[config.mk]
export PLATFORM = sky130hd
export DESIGN_NAME = tamper_input_qualifier
export DESIGN_NICKNAME = d
export VERILOG_FILES = /design/src/sv/tiq_pkg.sv /design/src/sv/tamper_input_qualifier.sv
export SDC_FILE = /design/constraint.sdc
export NUM_CORES = 1
export LEC_CHECK = 0
export ABC_AREA = 1
export BUFFER_PORTS_ARGS = -buffer_cell sky130_fd_sc_hd__buf_2
export CAP_MARGIN = 30
export CORE_ASPECT_RATIO = 1.4
export CORE_UTILIZATION = 63
export CTS_CLUSTER_DIAMETER = 150
export DETAILED_ROUTE_END_ITERATION = 16
export PLACE_DENSITY = 0.81
export SLEW_MARGIN = 30
export SYNTH_ARGS = -nofsm -noshare
export SYNTH_HDL_FRONTEND = slang
export SYNTH_SLANG_ARGS = --single-unit
[constraint.sdc]
create_clock -name clk_i -period 4.5 [get_ports clk_i]
set_input_delay 0.9 -clock clk_i [delete_from_list [all_inputs] [get_ports clk_i]]
set_output_delay 0.9 -clock clk_i [all_outputs]
set_load 0.01 [all_outputs]
[src/sv/tiq_pkg.sv]
// Shared types and constants for the tamper input qualifier.
package tiq_pkg;

  localparam int unsigned HISTORY_BITS_DEF = 8;
  localparam int unsigned TIMER_W          = 16;
  localparam int unsigned CFG_IDX_W        = 1;
  localparam int unsigned CFG_DATA_W       = 16;

  localparam logic [TIMER_W-1:0] TIMER_MAX          = 16'hFFFF;
  localparam logic [TIMER_W-1:0] MODULE_SETTLE_RST  = 16'd10;
  localparam logic [TIMER_W-1:0] MAGNET_HOLD_RST    = 16'd1000;

  typedef enum logic [CFG_IDX_W-1:0] {
    CFG_MODULE_SETTLE = 1'b0,
    CFG_MAGNET_HOLD   = 1'b1
  } cfg_idx_e;

  // Qualified level of the magnet and module channels.
  // OFF: magnet absent / module inserted. ON: magnet present / module removed.
  typedef enum logic [1:0] {
    TRI_UNKNOWN = 2'd0,
    TRI_OFF     = 2'd1,
    TRI_ON      = 2'd2
  } tri_level_e;

  typedef struct packed {
    logic cover_open;
    logic terminal_open;
    logic magnet_present;
    logic module_removed;
    logic cover_open_event;
    logic cover_close_event;
    logic terminal_open_event;
    logic terminal_close_event;
    logic magnet_start_event;
    logic magnet_end_event;
    logic module_removed_event;
    logic module_inserted_event;
  } result_t;

  function automatic logic [TIMER_W-1:0] sat_inc(input logic [TIMER_W-1:0] v);
    sat_inc = (v == TIMER_MAX) ? TIMER_MAX : v + 1'b1;
  endfunction

endpackage

[src/sv/tamper_input_qualifier.sv]
// Tamper input qualifier: debounce and qualification of four meter tamper pins.
//
//  channel   direction  handshake                 payload
//  in        sink       in_valid_i / in_stall_o   cover/terminal/magnet/module pins, hold
//  out       source     out_valid_o / out_stall_i levels and event pulses, one word per accepted input
//  cfg       sink       cfg_we_i                  cfg_idx_i, cfg_data_i
//
// One word per cycle while the output is not stalled; combinational state update
// and result logic feed the output register, or the skid stage when stalled.
// A one-word skid stage keeps input open while a result is stalled; input
// stalls only when that skid stage is full. Reset clears all histories, levels,
// timers and valid flags and loads the register defaults.
module tamper_input_qualifier
  import tiq_pkg::*;
#(
  parameter int unsigned HISTORY_BITS = HISTORY_BITS_DEF
) (
  input  logic                  clk_i,
  input  logic                  rst_ni,

  input  logic                  cfg_we_i,
  input  logic [CFG_IDX_W-1:0]  cfg_idx_i,
  input  logic [CFG_DATA_W-1:0] cfg_data_i,

  input  logic                  in_valid_i,
  output logic                  in_stall_o,
  input  logic                  cover_pin_i,
  input  logic                  terminal_pin_i,
  input  logic                  magnet_pin_i,
  input  logic                  module_pin_i,
  input  logic                  module_hold_i,

  output logic                  out_valid_o,
  input  logic                  out_stall_i,
  output logic                  cover_open_o,
  output logic                  terminal_open_o,
  output logic                  magnet_present_o,
  output logic                  module_removed_o,
  output logic                  cover_open_event_o,
  output logic                  cover_close_event_o,
  output logic                  terminal_open_event_o,
  output logic                  terminal_close_event_o,
  output logic                  magnet_start_event_o,
  output logic                  magnet_end_event_o,
  output logic                  module_removed_event_o,
  output logic                  module_inserted_event_o
);

  // configuration
  logic [TIMER_W-1:0] settle_q, hold_q;

  always_ff @(posedge clk_i or negedge rst_ni) begin
    if (!rst_ni) begin
      settle_q <= MODULE_SETTLE_RST;
      hold_q   <= MAGNET_HOLD_RST;
    end else if (cfg_we_i) begin
      unique case (cfg_idx_e'(cfg_idx_i))
        CFG_MODULE_SETTLE: settle_q <= cfg_data_i[TIMER_W-1:0];
        CFG_MAGNET_HOLD:   hold_q   <= cfg_data_i[TIMER_W-1:0];
        default: ;
      endcase
    end
  end

  // state
  logic [HISTORY_BITS-1:0] cov_hist_q, cov_hist_d, trm_hist_q, trm_hist_d;
  logic [HISTORY_BITS-1:0] mag_hist_q, mag_hist_d, mod_hist_q, mod_hist_d;
  logic                    cov_lvl_q, cov_lvl_d, trm_lvl_q, trm_lvl_d;
  tri_level_e              mag_lvl_q, mag_lvl_d, mod_lvl_q, mod_lvl_d;
  logic [TIMER_W-1:0]      mag_tmr_q, mag_tmr_d, rem_tmr_q, rem_tmr_d;
  logic [TIMER_W-1:0]      ins_tmr_q, ins_tmr_d;
  result_t                 res_d;

  logic in_acc;
  assign in_acc = in_valid_i && !in_stall_o;

  always_comb begin
    logic [TIMER_W-1:0] rem_t, ins_t, rem_inc, ins_inc;
    cov_hist_d = {cov_hist_q[HISTORY_BITS-2:0], cover_pin_i};
    trm_hist_d = {trm_hist_q[HISTORY_BITS-2:0], terminal_pin_i};
    mag_hist_d = {mag_hist_q[HISTORY_BITS-2:0], magnet_pin_i};
    mod_hist_d = {mod_hist_q[HISTORY_BITS-2:0], module_pin_i};
    cov_lvl_d  = cov_lvl_q;
    trm_lvl_d  = trm_lvl_q;
    mag_lvl_d  = mag_lvl_q;
    mod_lvl_d  = mod_lvl_q;
    mag_tmr_d  = mag_tmr_q;
    res_d      = '0;

    // module channel
    rem_t   = module_hold_i ? '0 : rem_tmr_q;
    ins_t   = module_hold_i ? '0 : ins_tmr_q;
    rem_inc = sat_inc(rem_t);
    ins_inc = sat_inc(ins_t);
    rem_tmr_d = rem_t;
    ins_tmr_d = ins_t;
    if (&mod_hist_d) begin
      ins_tmr_d = '0;
      rem_tmr_d = rem_inc;
      if (rem_inc >= settle_q) begin
        rem_tmr_d = settle_q;
        res_d.module_removed_event = (mod_lvl_q == TRI_OFF);
        mod_lvl_d = TRI_ON;
      end
    end else if (~|mod_hist_d) begin
      rem_tmr_d = '0;
      ins_tmr_d = ins_inc;
      if (ins_inc >= settle_q) begin
        ins_tmr_d = settle_q;
        res_d.module_inserted_event = (mod_lvl_q == TRI_ON);
        mod_lvl_d = TRI_OFF;
      end
    end

    // cover and terminal: settled low is open
    if (~|cov_hist_d) begin
      res_d.cover_open_event = !cov_lvl_q;
      cov_lvl_d = 1'b1;
    end else if (&cov_hist_d) begin
      res_d.cover_close_event = cov_lvl_q;
      cov_lvl_d = 1'b0;
    end
    if (~|trm_hist_d) begin
      res_d.terminal_open_event = !trm_lvl_q;
      trm_lvl_d = 1'b1;
    end else if (&trm_hist_d) begin
      res_d.terminal_close_event = trm_lvl_q;
      trm_lvl_d = 1'b0;
    end

    // magnet: settled low is field present
    if (~|mag_hist_d) begin
      mag_tmr_d = sat_inc(mag_tmr_q);
      if (mag_lvl_q != TRI_ON && mag_tmr_d > hold_q) begin
        res_d.magnet_start_event = (mag_lvl_q == TRI_OFF);
        mag_lvl_d = TRI_ON;
      end
    end else if (&mag_hist_d) begin
      mag_tmr_d = '0;
      res_d.magnet_end_event = (mag_lvl_q == TRI_ON);
      mag_lvl_d = TRI_OFF;
    end

    res_d.cover_open     = cov_lvl_d;
    res_d.terminal_open  = trm_lvl_d;
    res_d.magnet_present = (mag_lvl_d == TRI_ON);
    res_d.module_removed = (mod_lvl_d == TRI_ON);
  end

  always_ff @(posedge clk_i or negedge rst_ni) begin
    if (!rst_ni) begin
      cov_hist_q <= '0;
      trm_hist_q <= '0;
      mag_hist_q <= '0;
      mod_hist_q <= '0;
      cov_lvl_q  <= 1'b0;
      trm_lvl_q  <= 1'b0;
      mag_lvl_q  <= TRI_UNKNOWN;
      mod_lvl_q  <= TRI_UNKNOWN;
      mag_tmr_q  <= '0;
      rem_tmr_q  <= '0;
      ins_tmr_q  <= '0;
    end else if (in_acc) begin
      cov_hist_q <= cov_hist_d;
      trm_hist_q <= trm_hist_d;
      mag_hist_q <= mag_hist_d;
      mod_hist_q <= mod_hist_d;
      cov_lvl_q  <= cov_lvl_d;
      trm_lvl_q  <= trm_lvl_d;
      mag_lvl_q  <= mag_lvl_d;
      mod_lvl_q  <= mod_lvl_d;
      mag_tmr_q  <= mag_tmr_d;
      rem_tmr_q  <= rem_tmr_d;
      ins_tmr_q  <= ins_tmr_d;
    end
  end

  // output register with skid stage
  logic    out_vld_q, out_vld_d, skid_vld_q, skid_vld_d;
  result_t out_q, out_d, skid_q, skid_d;
  logic    out_free;

  assign in_stall_o = skid_vld_q;
  assign out_free   = !out_vld_q || !out_stall_i;

  always_comb begin
    out_vld_d  = out_vld_q;
    out_d      = out_q;
    skid_vld_d = skid_vld_q;
    skid_d     = skid_q;
    if (out_free) begin
      if (skid_vld_q) begin
        out_vld_d  = 1'b1;
        out_d      = skid_q;
        skid_vld_d = 1'b0;
      end else begin
        out_vld_d = in_acc;
        out_d     = res_d;
      end
    end else if (in_acc) begin
      skid_vld_d = 1'b1;
      skid_d     = res_d;
    end
  end

  always_ff @(posedge clk_i or negedge rst_ni) begin
    if (!rst_ni) begin
      out_vld_q  <= 1'b0;
      skid_vld_q <= 1'b0;
    end else begin
      out_vld_q  <= out_vld_d;
      skid_vld_q <= skid_vld_d;
    end
  end

  always_ff @(posedge clk_i) begin
    out_q  <= out_d;
    skid_q <= skid_d;
  end

  assign out_valid_o             = out_vld_q;
  assign cover_open_o            = out_q.cover_open;
  assign terminal_open_o         = out_q.terminal_open;
  assign magnet_present_o        = out_q.magnet_present;
  assign module_removed_o        = out_q.module_removed;
  assign cover_open_event_o      = out_q.cover_open_event;
  assign cover_close_event_o     = out_q.cover_close_event;
  assign terminal_open_event_o   = out_q.terminal_open_event;
  assign terminal_close_event_o  = out_q.terminal_close_event;
  assign magnet_start_event_o    = out_q.magnet_start_event;
  assign magnet_end_event_o      = out_q.magnet_end_event;
  assign module_removed_event_o  = out_q.module_removed_event;
  assign module_inserted_event_o = out_q.module_inserted_event;

`ifndef SYNTH
  a_skid_implies_out: assert property (@(posedge clk_i) disable iff (!rst_ni)
    skid_vld_q |-> out_vld_q)
    else $error("skid stage holds a word while output register is empty");

  a_cover_event_level: assert property (@(posedge clk_i) disable iff (!rst_ni)
    out_vld_q |-> ((!cover_open_event_o || cover_open_o) &&
                   (!cover_close_event_o || !cover_open_o)))
    else $error("cover event disagrees with cover level");

  a_magnet_event_level: assert property (@(posedge clk_i) disable iff (!rst_ni)
    out_vld_q |-> ((!magnet_start_event_o || magnet_present_o) &&
                   (!magnet_end_event_o || !magnet_present_o)))
    else $error("magnet event disagrees with magnet level");

  a_module_events: assert property (@(posedge clk_i) disable iff (!rst_ni)
    out_vld_q |-> !(module_removed_event_o && module_inserted_event_o))
    else $error("module removed and inserted events in one word");
`endif

endmodule
==> results.json <==
{
  "finalNetCount": 1379,
  "synth_largest_type_area_fraction": 0.2968,
  "detail_route.wl_per_cell_um": 14.70,
  "final-setup-viol-count": 0,
  "cts_made_buffers": 17,
  "peakVddDrop_uv": 336.1,
  "globalRouteOverflowTotal": 0,
  "worst_setup_path_end_kind": "flip-flop",
  "cts_tree": "done",
  "netlist_instances": 1271,
  "global_route_wire_length_before_repair_um": 36890,
  "drt_antenna_net_count": 0,
  "cts.clk_slew.worst_paths_ps": 70,
  "detail_route.vias_per_cell": 5.497,
  "finalSetupTns_ps": 0,
  "p_per_area_nw_per_um2": 447.8,
  "cp_slowest_stage_delay_ps": 330,
  "max_freq_ghz": 0.2667,
  "finalHoldViolations": 0,
  "cp.required_ps": 4810,
  "critical_path_class": "primary input to flip-flop",
  "pin_count_of_the_biggest_net_entering_global_routing": 64,
  "ioPinCount": 41,
  "internal_power_mw": 2.805,
  "period_share": 0.8332,
  "clk_path_buf_depth": 2,
  "synth_flop_cell": "sky130_fd_sc_hd__dfrtp_1",
  "total_global_routing_track_utilization": 0.3104,
  "seq_area_frac_synth": 0.3990,
  "arrival_time_at_the_worst_endpoint_ps": 4050,
  "root_buffer": "sky130_fd_sc_hd__clkbuf_16",
  "ys_seq_elements": 140,
  "dr.first_iter.drc_count": 556,
  "worstSetupStartpointType": "primary input",
  "crit_path_top_delay_cell": "sky130_fd_sc_hd__nor3_1",
  "status": "complete, no violations",
  "postSynthNetCount": 1347,
  "clkPwrFrac": 0.322,
  "critical-path-top-delay-family": "simple AND/OR/NAND/NOR gates",
  "std_cell_rows": 51,
  "wirelength_um": 22070,
  "comb_power_frac": 0.292,
  "place_congestion": 0.9785,
  "syn_area_um2": 9106,
  "clk-insertion-delay-late_ps": 430,
  "drtPass1Iterations": 5,
  "die_area_um2": 14950,
  "grt_pass1_vias": 8052,
  "hp-class": "flip-flop to flip-flop",
  "pwr-share-seq": 0.386,
  "cts.hold.buffers_added": 0,
  "worst_slew_margin_rel": 0.4368,
  "critical_path.n_buffers_inverters": 4,
  "fraction_of_final_layout_cells_with_drive_strength_greater_than_1": 0.09954,
  "area_growth_pct": 10.53,
  "overall_power_consumption_mw": 4.507,
  "synth_async_sr_flop_share": 0.8286,
  "average_instance_area_after_synthesis_um2": 7.165,
  "count_of_port_buffers_added_during_placement": 40,
  "cts_repair_resize_count": 0,
  "netlist-cell-type-count": 45,
  "timing.final.max_slew_violations": 0,
  "rsz0062_at_grt": "no",
  "final_common_cell": "sky130_fd_sc_hd__nand2_1",
  "initial_core_util": 0.6487,
  "period_minus_slack_ps": 3749,
  "synth_area_leaders": "sky130_fd_sc_hd__dfrtp_1 30%, sky130_fd_sc_hd__nand2_1 13%, sky130_fd_sc_hd__inv_1 8.8%, sky130_fd_sc_hd__edfxtp_1 7.9%, sky130_fd_sc_hd__ha_1 6.7%",
  "switching_share": 0.3777,
  "clock_skew_ps": 12.87,
  "synth_edf_count": 24,
  "tightestPinTransition_ps": 842.7,
  "dp.final_hpwl_um": 15760,
  "antenna_found_initial": 0,
  "synth_warnings": 0,
  "critPathMostFrequentCell": "sky130_fd_sc_hd__nand2_1",
  "die_width_um": 103.6,
  "tritoncts_num_sinks": 140,
  "htreeDepth": 4,
  "vertical_extent_of_the_die_um": 144.3,
  "routed-via-count": 8251,
  "crit_chain": "buf_2 -> buf_12 -> nor2_1 -> nand2_1 -> nor2_2 -> nand2_1 -> nor2_4 -> inv_1 -> nand3_1 -> ha_1 -> nand2_1 -> inv_1 -> nand3_1 -> nor3_1 -> nand2_2 -> nand3_2 -> nand2_1 -> a21oi_2 -> nand2_1 -> nand2_1",
  "antenna_cells_inserted": 0,
  "remaining_drc_errors": 0,
  "core_area_um2": 14040,
  "layout.cells.most_common_list": "306 x sky130_fd_sc_hd__nand2_1, 214 x sky130_fd_sc_hd__inv_1, 150 x sky130_fd_sc_hd__nor2_1",
  "static-leakage-power_nw": 5.164,
  "postCtsSetupBuffers": 0,
  "cap_violations": 0,
  "power.net_switching_mw": 1.703,
  "library_cell_occupying_the_most_area_in_the_post_synthesis_netlist": "sky130_fd_sc_hd__dfrtp_1",
  "worstPathMaxFanout": 24
}
==> power groups by stage <==
stage | clock (mW) | sequential (mW) | combinational, mW
after floorplan | 0 | 1.71 | 0.987
after global placement | 0 | 1.75 | 1.25
after detailed placement | 0 | 1.75 | 1.29
after CTS | 1.46 | 1.73 | 1.31
after global routing | 1.52 | 1.76 | 1.53
final | 1.45 | 1.74 | 1.32
==> cells in the mapped netlist (6+ instances only) <==
cell type and count:
sky130_fd_sc_hd__o21ai_1 6, sky130_fd_sc_hd__buf_2 9, sky130_fd_sc_hd__o22ai_1 8, sky130_fd_sc_hd__buf_6 6
sky130_fd_sc_hd__nor2_4 8, sky130_fd_sc_hd__clkbuf_1 19, sky130_fd_sc_hd__dfrtp_1 108, sky130_fd_sc_hd__nor2_1 151
sky130_fd_sc_hd__nand4_1 26, sky130_fd_sc_hd__dfstp_2 8, sky130_fd_sc_hd__edfxtp_1 24, sky130_fd_sc_hd__xor2_1 12
sky130_fd_sc_hd__nor2_2 11, sky130_fd_sc_hd__nand2_1 306, sky130_fd_sc_hd__nand3_1 107, sky130_fd_sc_hd__a21oi_1 43
sky130_fd_sc_hd__o21ai_0 90, sky130_fd_sc_hd__o31ai_1 8, sky130_fd_sc_hd__nor3_1 13, sky130_fd_sc_hd__inv_1 214
sky130_fd_sc_hd__ha_1 49
==> final timing paths <==
check | from | to | slack, ps | cells past startpoint
worst max-delay path | module_hold_i | module_removed_o$_DFFE_PN_ | 750 | 20
worst min-delay path | settle_q[2]$_DFFE_PN0P_ | settle_q[2]$_DFFE_PN0P_ | 490 | 2
worst max register to register | mag_tmr_q[0]$_DFFE_PN0P_ | magnet_present_o$_DFFE_PN_ | 1160 | 18
worst min register to register | settle_q[2]$_DFFE_PN0P_ | settle_q[2]$_DFFE_PN0P_ | 490 | 2
max in group asynchronous | rst_ni | hold_q[6]$_DFFE_PN1P_ | 3010 | 2
min in group asynchronous | rst_ni | rem_tmr_q[2]$_DFFE_PN0P_ | 550 | 1
==> per-layer routing <==
| metal | global-route usage | vias up | share of wire |
|---|---|---|---|
| met4 | 0.1426 | 0 | 0.036 |
| met3 | 0.04957 | 75 | 0.041 |
| met1 | 0.3477 | 3829 | 0.40 |
| li1 | - | 4125 | - |
| met2 | 0.5800 | 222 | 0.53 |
| met5 | 0 | - | 0 |
==> cells by family after synthesis <==
| kind of cell | count (synthesis) | share of synthesized area |
|---|---|---|
| compound gates | 164 | 0.09701 |
| xor+xnor | 17 | 0.01635 |
| fa+ha+maj | 49 | 0.06733 |
| buf+inv | 257 | 0.1131 |
| flops | 140 | 0.3990 |
| simple gates | 644 | 0.3072 |
==> stage by stage <==
stage          area, um^2  instances  worst slack [ps]  hold slack [ps]    util
2_1_floorplan        9106       1271             977.7            449.0       -
3_3_place_gp         9429       1468             442.1            463.4  0.6717
3_5_place_dp         9429       1468             364.4            472.9  0.6717
4_1_cts             10040       1500             807.8            489.8  0.7153
5_1_grt             10060       1501             429.6            506.3  0.7169
6_report            10060       1501             750.8            486.5  0.7169
==> flip-flops by register name, summed over array words and instances (netlist names), 7 cells and up <==
signal,count
hold_q,16
mod_hist_q,7
ins_tmr_q,16
mag_tmr_q,16
mag_hist_q,7
settle_q,16
cov_hist_q,7
rem_tmr_q,16
trm_hist_q,7
skid_q,12
==> cell type report <==
| type | instances | area (um^2) |
|---|---|---|
| inverters | 217 | 815.8 |
| clock inverters | 14 | 162.7 |
| repair buffers | 53 | 320.3 |
| multi-input cells | 874 | 4451 |
| well taps | 185 | 231.5 |
| clock buffers | 18 | 450.4 |
| fillers | 1162 | 3974 |
| flip-flops and latches | 140 | 3633 |
==> worst register-to-register path: cells and delay by family (launching register included) <==
kind | cells | cell delay [ps]
buf+inv | 2 | 140
fa+ha+maj | 2 | 510
compound gates | 3 | 520
flops | 1 | 370
simple gates | 11 | 1590
No activity file was read; power rests on OpenSTA's default activity.
